## src/rtl/ssdpst_pkg.sv

```systemverilog
`default_nettype none
package ssdpst_pkg;

    localparam int unsigned TARGET_COUNT = 5;
    localparam int unsigned LINE_POS_W   = 2;
    localparam int unsigned VALUE_POS_W  = 5;
    localparam int unsigned TYPE_W       = 2;

    localparam logic [LINE_POS_W-1:0]  PREFIX_LEN    = 2'd3;
    localparam logic [VALUE_POS_W-1:0] VALUE_POS_MAX = 5'd31;

    localparam logic [7:0] CHAR_NUL     = 8'h00;
    localparam logic [7:0] CHAR_TAB     = 8'h09;
    localparam logic [7:0] CHAR_LF      = 8'h0A;
    localparam logic [7:0] CHAR_CR      = 8'h0D;
    localparam logic [7:0] CHAR_SPACE   = 8'h20;
    localparam logic [7:0] CHAR_COLON   = 8'h3A;
    localparam logic [7:0] CHAR_UPPER_A = 8'h41;
    localparam logic [7:0] CHAR_UPPER_Z = 8'h5A;
    localparam logic [7:0] CHAR_LOWER_S = 8'h73;
    localparam logic [7:0] CHAR_LOWER_T = 8'h74;
    localparam logic [7:0] CASE_OFFSET  = 8'h20;

    // Search targets, lower case, first character at index 0, zero padded.
    localparam logic [0:31][7:0] TGT_TEXT [TARGET_COUNT] = '{
        {"urn:", 48'h62656c6b696e, ":device:**", 96'h0},
        {"urn:", 48'h62656c6b696e, ":device:controllee:1", 16'h0},
        {"upnp:rootdevice", 136'h0},
        {"ssdp:all", 192'h0},
        {"ssdpsearch:all", 144'h0}
    };

    localparam logic [VALUE_POS_W-1:0] TGT_LEN [TARGET_COUNT] = '{
        5'd20, 5'd30, 5'd15, 5'd8, 5'd14
    };

    localparam logic [TYPE_W-1:0] TYPE_NONE       = 2'd0;
    localparam logic [TYPE_W-1:0] TYPE_VENDOR_ALL = 2'd1;
    localparam logic [TYPE_W-1:0] TYPE_ROOT_ALL   = 2'd2;
    localparam logic [TYPE_W-1:0] TYPE_CONTROLLEE = 2'd3;

    localparam logic [TYPE_W-1:0] TGT_TYPE [TARGET_COUNT] = '{
        TYPE_VENDOR_ALL, TYPE_CONTROLLEE, TYPE_ROOT_ALL, TYPE_ROOT_ALL, TYPE_ROOT_ALL
    };

    typedef struct packed {
        logic       valid;
        logic [7:0] text_byte;
        logic       is_last;
    } stage_item_t;

    typedef struct packed {
        logic                    scan_stopped;
        logic [LINE_POS_W-1:0]   line_position;
        logic                    line_is_lone_cr;
        logic                    target_line;
        logic                    value_begun;
        logic                    trailing_gap;
        logic [VALUE_POS_W-1:0]  value_position;
        logic [TARGET_COUNT-1:0] candidate_alive;
        logic                    header_seen;
        logic                    duplicate_found;
        logic [TYPE_W-1:0]       found_type;
    } scan_state_t;

    localparam scan_state_t SCAN_RESET = '{
        scan_stopped:    1'b0,
        line_position:   '0,
        line_is_lone_cr: 1'b0,
        target_line:     1'b0,
        value_begun:     1'b0,
        trailing_gap:    1'b0,
        value_position:  '0,
        candidate_alive: '1,
        header_seen:     1'b0,
        duplicate_found: 1'b0,
        found_type:      TYPE_NONE
    };

endpackage
`default_nettype wire

```

## src/rtl/ssdpst_in_if.sv

```systemverilog
`default_nettype none
interface ssdpst_in_if;
    logic       valid;
    logic       ready;
    logic [7:0] text_byte;
    logic       is_last;

    modport source (output valid, output text_byte, output is_last, input ready);
    modport sink   (input valid, input text_byte, input is_last, output ready);
endinterface
`default_nettype wire

```

## src/rtl/ssdpst_out_if.sv

```systemverilog
`default_nettype none
interface ssdpst_out_if;
    logic                           valid;
    logic                           ready;
    logic [ssdpst_pkg::TYPE_W-1:0]  search_type;

    modport source (output valid, output search_type, input ready);
    modport sink   (input valid, input search_type, output ready);
endinterface
`default_nettype wire

```

## src/rtl/ssdpst_in_reg.sv

```systemverilog
`default_nettype none
module ssdpst_in_reg (
    input  wire logic               clk,
    input  wire logic               rst_n,
    ssdpst_in_if.sink               byte_stream,
    input  wire logic               advance,
    output ssdpst_pkg::stage_item_t item
);

    logic       valid_reg;
    logic       valid_next;
    logic [7:0] byte_reg;
    logic       last_reg;
    logic       take;

    // Take a new byte when the stage is empty or its byte moves on now.
    assign byte_stream.ready = !valid_reg || advance;
    assign take = byte_stream.valid && byte_stream.ready;

    always_comb
    begin
        priority if (take)
        begin
            valid_next = 1'b1;
        end
        else if (advance)
        begin
            valid_next = 1'b0;
        end
        else
        begin
            valid_next = valid_reg;
        end
    end

    always_ff @(posedge clk or negedge rst_n)
    begin
        if (!rst_n)
        begin
            valid_reg <= 1'b0;
        end
        else
        begin
            valid_reg <= valid_next;
        end
    end

    always_ff @(posedge clk)
    begin
        if (take)
        begin
            byte_reg <= byte_stream.text_byte;
            last_reg <= byte_stream.is_last;
        end
    end

    assign item.valid     = valid_reg;
    assign item.text_byte = byte_reg;
    assign item.is_last   = last_reg;

endmodule
`default_nettype wire

```

## src/rtl/ssdpst_scan.sv

```systemverilog
`default_nettype none
module ssdpst_scan (
    input  wire logic                          clk,
    input  wire logic                          rst_n,
    input  ssdpst_pkg::stage_item_t            item,
    input  wire logic                          advance,
    output logic [ssdpst_pkg::TYPE_W-1:0]      result_type
);

    ssdpst_pkg::scan_state_t state_reg;
    ssdpst_pkg::scan_state_t state_next;

    function automatic logic [7:0] fold(input logic [7:0] b);
        if (b >= ssdpst_pkg::CHAR_UPPER_A && b <= ssdpst_pkg::CHAR_UPPER_Z)
            return b + ssdpst_pkg::CASE_OFFSET;
        return b;
    endfunction

    function automatic logic is_blank(input logic [7:0] b);
        return b == ssdpst_pkg::CHAR_SPACE || b == ssdpst_pkg::CHAR_TAB ||
               b == ssdpst_pkg::CHAR_CR;
    endfunction

    function automatic ssdpst_pkg::scan_state_t clear_line(
        input ssdpst_pkg::scan_state_t s);
        ssdpst_pkg::scan_state_t n;
        n = s;
        n.line_position   = '0;
        n.line_is_lone_cr = 1'b0;
        n.target_line     = 1'b0;
        n.value_begun     = 1'b0;
        n.trailing_gap    = 1'b0;
        n.value_position  = '0;
        n.candidate_alive = '1;
        return n;
    endfunction

    // Commit the first surviving target of full length, then drop the line.
    function automatic ssdpst_pkg::scan_state_t finish_line(
        input ssdpst_pkg::scan_state_t s);
        ssdpst_pkg::scan_state_t n;
        logic hit;
        n   = s;
        hit = 1'b0;
        if (s.target_line && s.line_position == ssdpst_pkg::PREFIX_LEN &&
            !s.duplicate_found)
        begin
            for (int k = 0; k < ssdpst_pkg::TARGET_COUNT; k++)
            begin
                if (!hit && s.candidate_alive[k] &&
                    s.value_position == ssdpst_pkg::TGT_LEN[k])
                begin
                    n.found_type = ssdpst_pkg::TGT_TYPE[k];
                    hit = 1'b1;
                end
            end
        end
        return clear_line(n);
    endfunction

    function automatic ssdpst_pkg::scan_state_t value_byte(
        input ssdpst_pkg::scan_state_t s, input logic [7:0] b);
        ssdpst_pkg::scan_state_t n;
        logic [7:0] fb;
        n  = s;
        fb = fold(b);
        if (is_blank(b))
        begin
            if (s.value_begun)
                n.trailing_gap = 1'b1;
        end
        else
        begin
            // A blank inside the value rules out every target.
            if (s.trailing_gap)
                n.candidate_alive = '0;
            n.value_begun = 1'b1;
            for (int k = 0; k < ssdpst_pkg::TARGET_COUNT; k++)
            begin
                if (s.value_position >= ssdpst_pkg::TGT_LEN[k] ||
                    ssdpst_pkg::TGT_TEXT[k][s.value_position] != fb)
                    n.candidate_alive[k] = 1'b0;
            end
            if (s.value_position < ssdpst_pkg::VALUE_POS_MAX)
                n.value_position = s.value_position + 1'b1;
        end
        return n;
    endfunction

    function automatic ssdpst_pkg::scan_state_t take_byte(
        input ssdpst_pkg::scan_state_t s, input logic [7:0] b);
        ssdpst_pkg::scan_state_t n;
        n = s;
        if (s.line_position < ssdpst_pkg::PREFIX_LEN)
        begin
            if (s.line_position == '0)
            begin
                n.target_line     = fold(b) == ssdpst_pkg::CHAR_LOWER_S;
                n.line_is_lone_cr = b == ssdpst_pkg::CHAR_CR;
            end
            else
            begin
                n.line_is_lone_cr = 1'b0;
                if (s.line_position == 2'd1)
                    n.target_line = s.target_line && fold(b) == ssdpst_pkg::CHAR_LOWER_T;
                else
                    n.target_line = s.target_line && b == ssdpst_pkg::CHAR_COLON;
            end
            n.line_position = s.line_position + 1'b1;
            if (n.line_position == ssdpst_pkg::PREFIX_LEN && n.target_line)
            begin
                // Second ST line: flag the duplicate and stop scanning.
                if (s.header_seen)
                begin
                    n.duplicate_found = 1'b1;
                    n.scan_stopped    = 1'b1;
                end
                n.header_seen = 1'b1;
            end
        end
        else if (s.target_line)
        begin
            n = value_byte(s, b);
        end
        return n;
    endfunction

    ssdpst_pkg::scan_state_t after_byte;
    ssdpst_pkg::scan_state_t at_end;

    always_comb
    begin
        after_byte = state_reg;
        if (!state_reg.scan_stopped)
        begin
            priority if (item.text_byte == ssdpst_pkg::CHAR_NUL)
            begin
                after_byte = finish_line(state_reg);
                after_byte.scan_stopped = 1'b1;
            end
            else if (item.text_byte == ssdpst_pkg::CHAR_LF)
            begin
                if (state_reg.line_position == '0 ||
                    (state_reg.line_position == 2'd1 && state_reg.line_is_lone_cr))
                begin
                    after_byte = clear_line(state_reg);
                    after_byte.scan_stopped = 1'b1;
                end
                else
                begin
                    after_byte = finish_line(state_reg);
                end
            end
            else
            begin
                after_byte = take_byte(state_reg, item.text_byte);
            end
        end

        at_end = after_byte.scan_stopped ? after_byte : finish_line(after_byte);
        result_type = at_end.duplicate_found ? ssdpst_pkg::TYPE_NONE : at_end.found_type;

        // The last byte of a packet returns the scanner to its reset state.
        state_next = item.is_last ? ssdpst_pkg::SCAN_RESET : after_byte;
    end

    always_ff @(posedge clk or negedge rst_n)
    begin
        if (!rst_n)
        begin
            state_reg <= ssdpst_pkg::SCAN_RESET;
        end
        else if (advance)
        begin
            state_reg <= state_next;
        end
    end

endmodule
`default_nettype wire

```

## src/rtl/ssdp_search_target_classifier.sv

```systemverilog
// Result path: the last byte is held in the input register, then its type
//   is loaded into the result register; a full result register can hold it.
// Throughput: one header byte per cycle, unless a last byte waits on a full
//   result register; one result per packet, on the byte flagged last.
// Reset: rst_n is asynchronous, active low; it empties both stages and
//   returns the scanner to its idle state at once. There is no clearing pass.
`default_nettype none
module ssdp_search_target_classifier (
    input  wire logic   clk,
    input  wire logic   rst_n,
    ssdpst_in_if.sink   byte_stream,
    ssdpst_out_if.source result
);

    ssdpst_pkg::stage_item_t            item;
    logic                               advance;
    logic [ssdpst_pkg::TYPE_W-1:0]      result_type;

    logic                               out_valid_reg;
    logic                               out_valid_next;
    logic [ssdpst_pkg::TYPE_W-1:0]      type_reg;

    // A byte held in the input register moves on when it causes no result,
    // or when the result register is empty or its transaction completes now.
    // The result register thus parts the two sides: input keeps flowing while
    // a finished type waits to be taken, unless another last byte arrives.
    assign advance = item.valid &&
                     (!item.is_last || !out_valid_reg || result.ready);

    // Input register: capture one byte per transaction.
    ssdpst_in_reg u_in_reg (
        .clk         (clk),
        .rst_n       (rst_n),
        .byte_stream (byte_stream),
        .advance     (advance),
        .item        (item)
    );

    // Line splitting, prefix check, value trim and target match.
    ssdpst_scan u_scan (
        .clk         (clk),
        .rst_n       (rst_n),
        .item        (item),
        .advance     (advance),
        .result_type (result_type)
    );

    // Result register: load on a last byte, drop after the transaction.
    always_comb
    begin
        priority if (advance && item.is_last)
        begin
            out_valid_next = 1'b1;
        end
        else if (result.ready)
        begin
            out_valid_next = 1'b0;
        end
        else
        begin
            out_valid_next = out_valid_reg;
        end
    end

    always_ff @(posedge clk or negedge rst_n)
    begin
        if (!rst_n)
        begin
            out_valid_reg <= 1'b0;
        end
        else
        begin
            out_valid_reg <= out_valid_next;
        end
    end

    always_ff @(posedge clk)
    begin
        if (advance && item.is_last)
        begin
            type_reg <= result_type;
        end
    end

    assign result.valid       = out_valid_reg;
    assign result.search_type = type_reg;

endmodule
`default_nettype wire

```

## src/flat_wrapper.sv

```systemverilog
// flat-port wrapper written by rule: the top's interface ports become plain ports
module ssdp_search_target_classifier_flat 
  (clk, rst_n, byte_stream_valid, byte_stream_text_byte, byte_stream_is_last, byte_stream_ready, result_valid, result_search_type, result_ready);
  ssdpst_in_if byte_stream_i ();
  ssdpst_out_if result_i ();
  input  wire logic clk;
  input  wire logic rst_n;
  input wire logic [$bits(byte_stream_i.valid)-1:0] byte_stream_valid;
  input wire logic [$bits(byte_stream_i.text_byte)-1:0] byte_stream_text_byte;
  input wire logic [$bits(byte_stream_i.is_last)-1:0] byte_stream_is_last;
  output wire logic [$bits(byte_stream_i.ready)-1:0] byte_stream_ready;
  output wire logic [$bits(result_i.valid)-1:0] result_valid;
  output wire logic [$bits(result_i.search_type)-1:0] result_search_type;
  input wire logic [$bits(result_i.ready)-1:0] result_ready;
  assign byte_stream_i.valid = byte_stream_valid;
  assign byte_stream_i.text_byte = byte_stream_text_byte;
  assign byte_stream_i.is_last = byte_stream_is_last;
  assign byte_stream_ready = byte_stream_i.ready;
  assign result_valid = result_i.valid;
  assign result_search_type = result_i.search_type;
  assign result_i.ready = result_ready;
  ssdp_search_target_classifier u_core (.clk(clk), .rst_n(rst_n), .byte_stream(byte_stream_i), .result(result_i));
endmodule
```

## config.mk

```make
export PLATFORM = sky130hd
export DESIGN_NAME = ssdp_search_target_classifier_flat
export DESIGN_NICKNAME = d
export VERILOG_FILES = /design/src/rtl/ssdpst_pkg.sv /design/src/rtl/ssdpst_in_if.sv /design/src/rtl/ssdpst_out_if.sv /design/src/rtl/ssdpst_in_reg.sv /design/src/rtl/ssdpst_scan.sv /design/src/rtl/ssdp_search_target_classifier.sv /design/src/flat_wrapper.sv
export SDC_FILE = /design/constraint.sdc
export NUM_CORES = 1
export LEC_CHECK = 0
export BUFFER_PORTS_ARGS = -buffer_cell sky130_fd_sc_hd__buf_2
export CORE_MARGIN = 3
export CORE_UTILIZATION = 50
export CTS_CLUSTER_SIZE = 24
export DETAILED_ROUTE_END_ITERATION = 8
export PLACE_DENSITY = 0.69
export RECOVER_POWER = 100
export SLEW_MARGIN = 10
export SYNTH_ARGS = -nofsm -noshare
export SYNTH_HDL_FRONTEND = slang
export SYNTH_SLANG_ARGS = --single-unit
```

## constraint.sdc

```tcl
create_clock -name clk -period 4.19 [get_ports clk]
set_input_delay 0 -clock clk [delete_from_list [all_inputs] [get_ports clk]]
set_output_delay 0 -clock clk [all_outputs]
set_load 0.03 [all_outputs]
```

=== Yosys cells after proc, flatten, opt, wreduce, memory -nomap -nowiden ===
Memories as Yosys holds them, arrays and structs flattened.
Index checks and enable logic that the tools add are counted.

* Flip-flop bits (word level): 34
* ROM bits: 1280
* Bits of input ports: 13
* Output and inout port bits: 4
* Logic and storage cells: 277
* Memories: 5

* $add $sub $neg: 3
* Order comparisons: 10
* Equality and inequality tests: 26
* Muxes and demuxes: 146
* Bitwise gates (word level): 1
* Reductions and logical operators: 70

{| class="wikitable"
|+ Memories
! memory !! words !! bits a word !! read ports !! clocked after memory_dff !! write ports !! line !! source
|-
| (no name shown) || 32 || 8 || 1 || 0 || 0 || ssdpst_scan.sv:81 || <nowiki>ssdpst_pkg::TGT_TEXT[k][s.value_position] != fb)</nowiki>
|-
| (no name shown) || 32 || 8 || 1 || 0 || 0 || ssdpst_scan.sv:81 ||
|-
| (no name shown) || 32 || 8 || 1 || 0 || 0 || ssdpst_scan.sv:81 ||
|-
| (no name shown) || 32 || 8 || 1 || 0 || 0 || ssdpst_scan.sv:81 ||
|-
| (no name shown) || 32 || 8 || 1 || 0 || 0 || ssdpst_scan.sv:81 ||
|}

{| class="wikitable"
|+ Operator list
! operator !! count
|-
| two-way mux 8 bit || 30
|-
| two-way mux 21 bit || 5
|-
| two-way mux 1 bit || 79
|-
| two-way mux 2 bit || 26
|-
| != test 8 bit || 5
|-
| logical AND 1 bit || 38
|-
| == test 5 x 4 -> 1 bit (second input constant) || 6
|-
| == test 8 x 4 -> 1 bit (second input constant) || 3
|-
| == test 5 bit (second input constant) || 4
|-
| logical NOT 1 bit || 17
|-
| two-way mux 17 bit || 1
|-
| == test 8 x 6 -> 1 bit (second input constant) || 2
|-
| == test 8 x 7 -> 1 bit (second input constant) || 2
|-
| greater-or-equal comparator 5 x 4 -> 1 bit (second input constant) || 3
|-
| two-way mux 5 bit || 3
|-
| two-way mux 12 bit || 1
|-
| logical OR 1 bit || 11
|-
| greater-or-equal comparator 5 bit (second input constant) || 2
|-
| two-way mux 10 bit || 1
|-
| adder 8 x 6 -> 8 bit (second input constant) || 1
|-
| greater-or-equal comparator 8 x 7 -> 1 bit (second input constant) || 1
|-
| <= comparator 8 x 7 -> 1 bit (second input constant) || 1
|-
| logical NOT 8 bit || 1
|-
| == test 2 bit (second input constant) || 3
|-
| 9 further kinds || 10
|}

=== Depth between registers and ports, before layout ===
* Depth after elaboration: 69
* Gate-level depth with buffers: 15
* Mapped depth without buffers: 12

=== Cells and area by module ===
Synthesis repeated with hierarchy kept, for this count alone.

* Cells, all modules: 445
* Area, all modules: 3654.8 µm²

{| class="wikitable"
|+ Modules (own cells, without submodules)
! module !! times used !! cells an instance !! area an instance (µm²) !! sequential area each (µm²)
|-
| ssdpst_scan || 1 || 422 || 3191.8 || 531.8
|-
| ssdpst_in_reg || 1 || 15 || 339.1 || 295.3
|-
| ssdp_search_target_classifier || 1 || 8 || 123.9 || 85.1
|}

=== Least setup slack after synthesis ===
No wires, ideal clock.

* Path kind: reg-to-reg
* Start: reg u_core.u_scan.state_reg[9] (netlist bit)
* End: reg u_core.type_reg (netlist bit u_core.result.search_type[1]), data pin
* Arrival: 3.315 ns
* Required time: 4.050 ns
* Slack: 0.734 ns
* Cell stages (with the launch flop): 14
* Buffers on the path: 2
* Clock period less this slack: 3.456 ns
* Cell sequence: dfrtp_1 -> clkbuf_1 -> inv_1 -> ha_1 -> clkbuf_1 -> nand2_1 -> a31o_1 -> a222oi_1 -> xnor2_1 -> nor4_2 -> a31oi_1 -> or4_1 -> a22o_1 -> a21oi_2

* Longest elaborated chain between the ends: 51
* Elaborated cells between the ends (all ways): 158
* Those cells by class: add/sub (1); order compare (6); eq/ne (15); mux (87); bitwise (1); reduce/logical (43); memory (5)

{| class="wikitable"
|+ Ends and longest elaborated chain
! what !! line !! source
|-
| start: declaration || ssdpst_scan.sv:10 || <nowiki>ssdpst_pkg::scan_state_t state_reg;</nowiki>
|-
| start signal: assignment || ssdpst_scan.sv:171 || <nowiki>state_reg <= ssdpst_pkg::SCAN_RESET;</nowiki>
|-
| start signal: assignment || ssdpst_scan.sv:175 || <nowiki>state_reg <= state_next;</nowiki>
|-
| == test 5 bit || ssdpst_scan.sv:51 || <nowiki>s.value_position == ssdpst_pkg::TGT_LEN[k])</nowiki>
|-
| logical AND 1 bit || ssdpst_scan.sv:50 || <nowiki>if (!hit && s.candidate_alive[k] &&</nowiki>
|-
| two-way mux 1 bit || ssdpst_scan.sv:50 ||
|-
| two-way mux 1 bit || ssdpst_scan.sv:45 || <nowiki>if (s.target_line && s.line_position == ssdpst_pkg::PREFIX_LEN &&</nowiki>
|-
| two-way mux 1 bit || ssdpst_scan.sv:143 || <nowiki>if (state_reg.line_position == '0 ||</nowiki>
|-
| two-way mux 1 bit || ssdpst_scan.sv:141 || <nowiki>else if (item.text_byte == ssdpst_pkg::CHAR_LF)</nowiki>
|-
| two-way mux 1 bit || ssdpst_scan.sv:136 || <nowiki>priority if (item.text_byte == ssdpst_pkg::CHAR_NUL)</nowiki>
|-
| two-way mux 1 bit || ssdpst_scan.sv:134 || <nowiki>if (!state_reg.scan_stopped)</nowiki>
|-
| [31 not listed] || - ||
|-
| two-way mux 2 bit || ssdpst_scan.sv:45 ||
|-
| two-way mux 21 bit || ssdpst_scan.sv:143 ||
|-
| two-way mux 21 bit || ssdpst_scan.sv:141 ||
|-
| two-way mux 21 bit || ssdpst_scan.sv:136 ||
|-
| two-way mux 21 bit * || ssdpst_scan.sv:134 ||
|-
| two-way mux 2 bit (5 in a row) || ssdpst_scan.sv:50 ||
|-
| two-way mux 2 bit || ssdpst_scan.sv:45 ||
|-
| two-way mux 2 bit * || ssdpst_scan.sv:160 || <nowiki>at_end = after_byte.scan_stopped ? after_byte : finish_line(after_byte);</nowiki>
|-
| end signal: assignment || ssdp_search_target_classifier.sv:81 || <nowiki>type_reg <= result_type;</nowiki>
|-
| end: declaration || ssdp_search_target_classifier.sv:21 || <nowiki>logic [ssdpst_pkg::TYPE_W-1:0] type_reg;</nowiki>
|}

Mark *: on every way between the ends. The rest lies on a longest branch, timed or not. The select of a mux whose other input is x is not followed.
A chain may end at the register's enable or synchronous reset.

=== Final worst setup path ===
* Start: reg u_core.u_in_reg.byte_reg[4]
* End: reg u_core.type_reg (netlist bit u_core.result.search_type[0]), data pin

* Longest elaborated chain between the ends: 47
* Elaborated cells between the ends (all ways): 122
* Those cells by class: add/sub (1); order compare (2); eq/ne (18); mux (73); reduce/logical (28)

{| class="wikitable"
|+ Ends and longest elaborated chain
! what !! line !! source
|-
| start: declaration || ssdpst_in_reg.sv:12 || <nowiki>logic [7:0] byte_reg;</nowiki>
|-
| start signal: assignment || ssdpst_in_reg.sv:52 || <nowiki>byte_reg <= byte_stream.text_byte;</nowiki>
|-
| greater-or-equal comparator 8 x 7 -> 1 bit / <= comparator 8 x 7 -> 1 bit (equally long branches) || ssdpst_scan.sv:14 || <nowiki>if (b >= ssdpst_pkg::CHAR_UPPER_A && b <= ssdpst_pkg::CHAR_UPPER_Z)</nowiki>
|-
| logical AND 1 bit || ssdpst_scan.sv:14 ||
|-
| two-way mux 1 bit || ssdpst_scan.sv:14 ||
|-
| two-way mux 1 bit || ssdpst_scan.sv:121 || <nowiki>else if (s.target_line)</nowiki>
|-
| two-way mux 1 bit || ssdpst_scan.sv:94 || <nowiki>if (s.line_position < ssdpst_pkg::PREFIX_LEN)</nowiki>
|-
| two-way mux 1 bit || ssdpst_scan.sv:141 ||
|-
| two-way mux 1 bit || ssdpst_scan.sv:136 ||
|-
| two-way mux 1 bit || ssdpst_scan.sv:134 ||
|-
| [29 not listed] || - ||
|-
| logical AND 1 bit (2 in a row) || ssdpst_scan.sv:50 ||
|-
| two-way mux 1 bit || ssdpst_scan.sv:50 ||
|-
| two-way mux 1 bit || ssdpst_scan.sv:45 ||
|-
| logical NOT 1 bit || ssdpst_scan.sv:50 ||
|-
| logical AND 1 bit (2 in a row) || ssdpst_scan.sv:50 ||
|-
| two-way mux 2 bit || ssdpst_scan.sv:50 ||
|-
| two-way mux 2 bit || ssdpst_scan.sv:45 ||
|-
| two-way mux 2 bit || ssdpst_scan.sv:160 ||
|}

Marks and branches as above.

==> metrics.cfg <==
[outcome]
status=complete, no violations

[flow_run]
drv_cap=0

[sta]
slew_viol_final=0
finalCritPeriodShare=0.8580
finalSetupTns_ns=0
rsz0062_at_grt=no
max_slew_margin=0.1619
finalSetupViolations=0
fin_crit_ns=3.595
skew_ns=0.009678
finalHoldViolCount=0
max_freq_mhz=278.2
worstMarginPinSlew_ns=1.257

[grt]
gr-total-overflow=0
met1_usage=0.3731
antenna_found_initial=0
use_met3=0.04937
grt_pass1_wl_um=17780
grt_max_degree=32
met2_usage=0.4132
grt_pass1_vias=3407
busiest_layer=met2
track_usage=0.2664

[clock_tree]
numCtsBuffers=5
cts_root_buffer=clkbuf_8
ctsResizeCount=0
cts_tree=yes
cts.sinks=34
clk_latency_ns=0.29
cts_htree_levels=2
clkSlewWorstSetupHoldPaths_ns=0.08
post_cts_buffers=0
cts_buffer_depth=2

[finish]
final_util=0.5590
finalNetCount=487
regArea_um2=912.1
nFillCells=638
areaGrowthSynthToFinish_pct=7.997
largest_register_ffs=21
layout.cells.non_filler=561
multi_input_area_um2=2381
drive_above_1_share=0.1011
antennaDiodeCount=0

[critical_path]
r2r_start=u_core.u_in_reg.byte_reg[4]
r2r_slack_ns=0.59
crit_required_ns=4.33
worst-path-max-fanout=12
startpoint_type=flop
critPathKind=reg -> reg
critPathCaptureType=flop
crit_start=u_core.u_in_reg.byte_reg[4]
arrival_ns=3.74

[yosys]
ys_types=71
syn_inst=458
syn_area_per_cell_um2=7.720
synthFlopType=dfrtp_1
syn_nets=481
synth-async-reset-ratio=0.6765
synth_edf_count=11
syn_area_um2=3536
yosysWarnings=0
synth_top_cell_area_share=0.1274
synth_area_leaders=dfrtp_1, edfxtp_1, a21oi_1
ys_ff_latch=34
yosysSeqAreaShare=0.2580
yosysTopAreaCell=dfrtp_1

[drt]
drc=0
first_pass_iters=6
postRouteAntennaNets=0
wl_per_cell_um=19.02
num_vias=3668
avgViaCountPerCell=6.538
drt-total-wl_um=10670
drtIter0Drc=484

[power]
internal_power_mw=0.5439
p_sw_mw=0.2362
comb_power_share=0.159
sw_frac_of_total=0.3028
p_per_area_nw_per_um2=204.3
p_seq_frac=0.505
clkPwrFrac=0.335
peakVddDrop_v=0.0001480
p_leak_nw=1.432

[die]
coreArea_um2=6832
dieArea_um2=8117
fp-row-count=30
die_w_um=90.10
die_h_um=90.10
start_util=0.5176
io_pins=17

[min_path]
hold_class=in -> reg
min_from=byte_stream_is_last

[placed_design]
placed_cells=541
dp_hpwl_um=7613
gp_congestion=0.9890
io_buffers=16

==> worst paths after layout <==
kind,cells after the start,to
min reg2reg,2,u_core.u_scan.state_reg[14]
max reg2reg,9,u_core.result.search_type[0]
max in group asynchronous,2,u_core.u_scan.state_reg[15]
min,2,u_core.u_in_reg.last_reg
min in group asynchronous,2,u_core.u_scan.state_reg[12]
max,9,u_core.result.search_type[0]
==> power groups by stage <==
stage	Sequential, mW	Combinational [mW]	Clock (mW)
floorplan	0.376	0.104	0
global placement	0.398	0.114	0
detailed placement	0.399	0.116	0
CTS	0.393	0.124	0.264
global route	0.398	0.138	0.278
finish	0.394	0.124	0.262
==> critical path, cell delays in order, from the launching register on <==
cell	delay (ns)
edfxtp_1	0.64
nor4_1	0.55
o21ai_1	0.41
and3_1	0.26
a31oi_1	0.47
nor3_1	0.12
a21boi_0	0.15
o311ai_0	0.54
mux2i_1	0.15
o21ai_0	0.16
==> what timing repair did <==
item,in CTS,in global routing
endpoints found under the setup margin,0,0
endpoints found under the hold margin,29,0
hold buffers,12,0
==> metal layers <==
| metal | vias to the layer above | wire length (µm) |
|---|---|---|
| met4 | 0 | 253 |
| met2 | 199 | 4842 |
| met3 | 27 | 992 |
| met1 | 1725 | 4582 |
| met5 | - | 0 |
| li1 | 1717 | - |
==> cell usage after synthesis (4+ instances only) <==
cell      number
nor3_1        13
a22oi_1        4
dfstp_2        5
edfxtp_1      11
nor4_1         9
or2_2          5
mux2_2         5
o21ai_0       26
a31oi_1       10
nor2_1        40
buf_2          9
nor3b_1        5
ha_1          10
and3_1         9
a21oi_1       38
o22ai_1       10
nand4_1        4
nand2_1       34
nand3_1       13
inv_1         12
buf_6          4
o211ai_1       4
xnor2_1       20
or3_1          6
a211oi_1       8
or4_1          6
clkbuf_1      23
mux2i_1       11
nand2b_1      11
and2_1         6
dfrtp_1       18
==> placed cells by master (no fill, tap or decap), drive strengths merged, types with 5 or more instances in the layout <==
cell and instances:
o21ai 28, dlygate4sd3 12, or3 6, and3 9, buf 19, a31oi 10, a21oi 39, mux2 5
or2 6, mux2i 11, nor3 13, and2 7, nor3b 5, inv 12, dfrtp 18, xnor2 20
nand2b 11, nand2 34, nor2 40, a211oi 8, nor4 11, o22ai 10, clkbuf 11, ha 10
or4 6, dfstp 5, nand3 13, edfxtp 11
==> kinds of logic (layout without fill, tap and decap cells) <==
family,count (synthesis),in the layout,synth area share
AOI/OAI and AO/OA,144,144,0.2654
buffers and inverters,52,59,0.06687
and+or+nand+nor,180,180,0.2728
xor gates and xnor gates,22,22,0.05450
muxes,16,16,0.04706
adders and majority gates,10,10,0.03539
DFF,34,34,0.2580
==> per-stage QoR <==
step	cell area [µm²]	hold slack [ns]	power, mW	worst slack (ns)
floorplan	3536	-0.2956	0.4802	0.7344
global placement	3616	0.007291	0.5124	0.8329
detailed placement	3616	0.01425	0.5148	0.9130
CTS	3831	0.2367	0.7805	0.8689
global route	3819	0.4205	0.8137	0.2342
finish	3819	0.4241	0.7801	0.5948
==> final cells by class <==
cell class | instances | share of cell area
Clock buffer | 6 | 0.02163
Multi-Input combinational cell | 372 | 0.6235
Sequential cell | 34 | 0.2389
Clock inverter | 2 | 0.003277
Inverter | 15 | 0.01474
Tap cell | 96 | 0.03145
Timing Repair Buffer | 36 | 0.06651
Note: power is estimated with default switching activity, not from simulation.
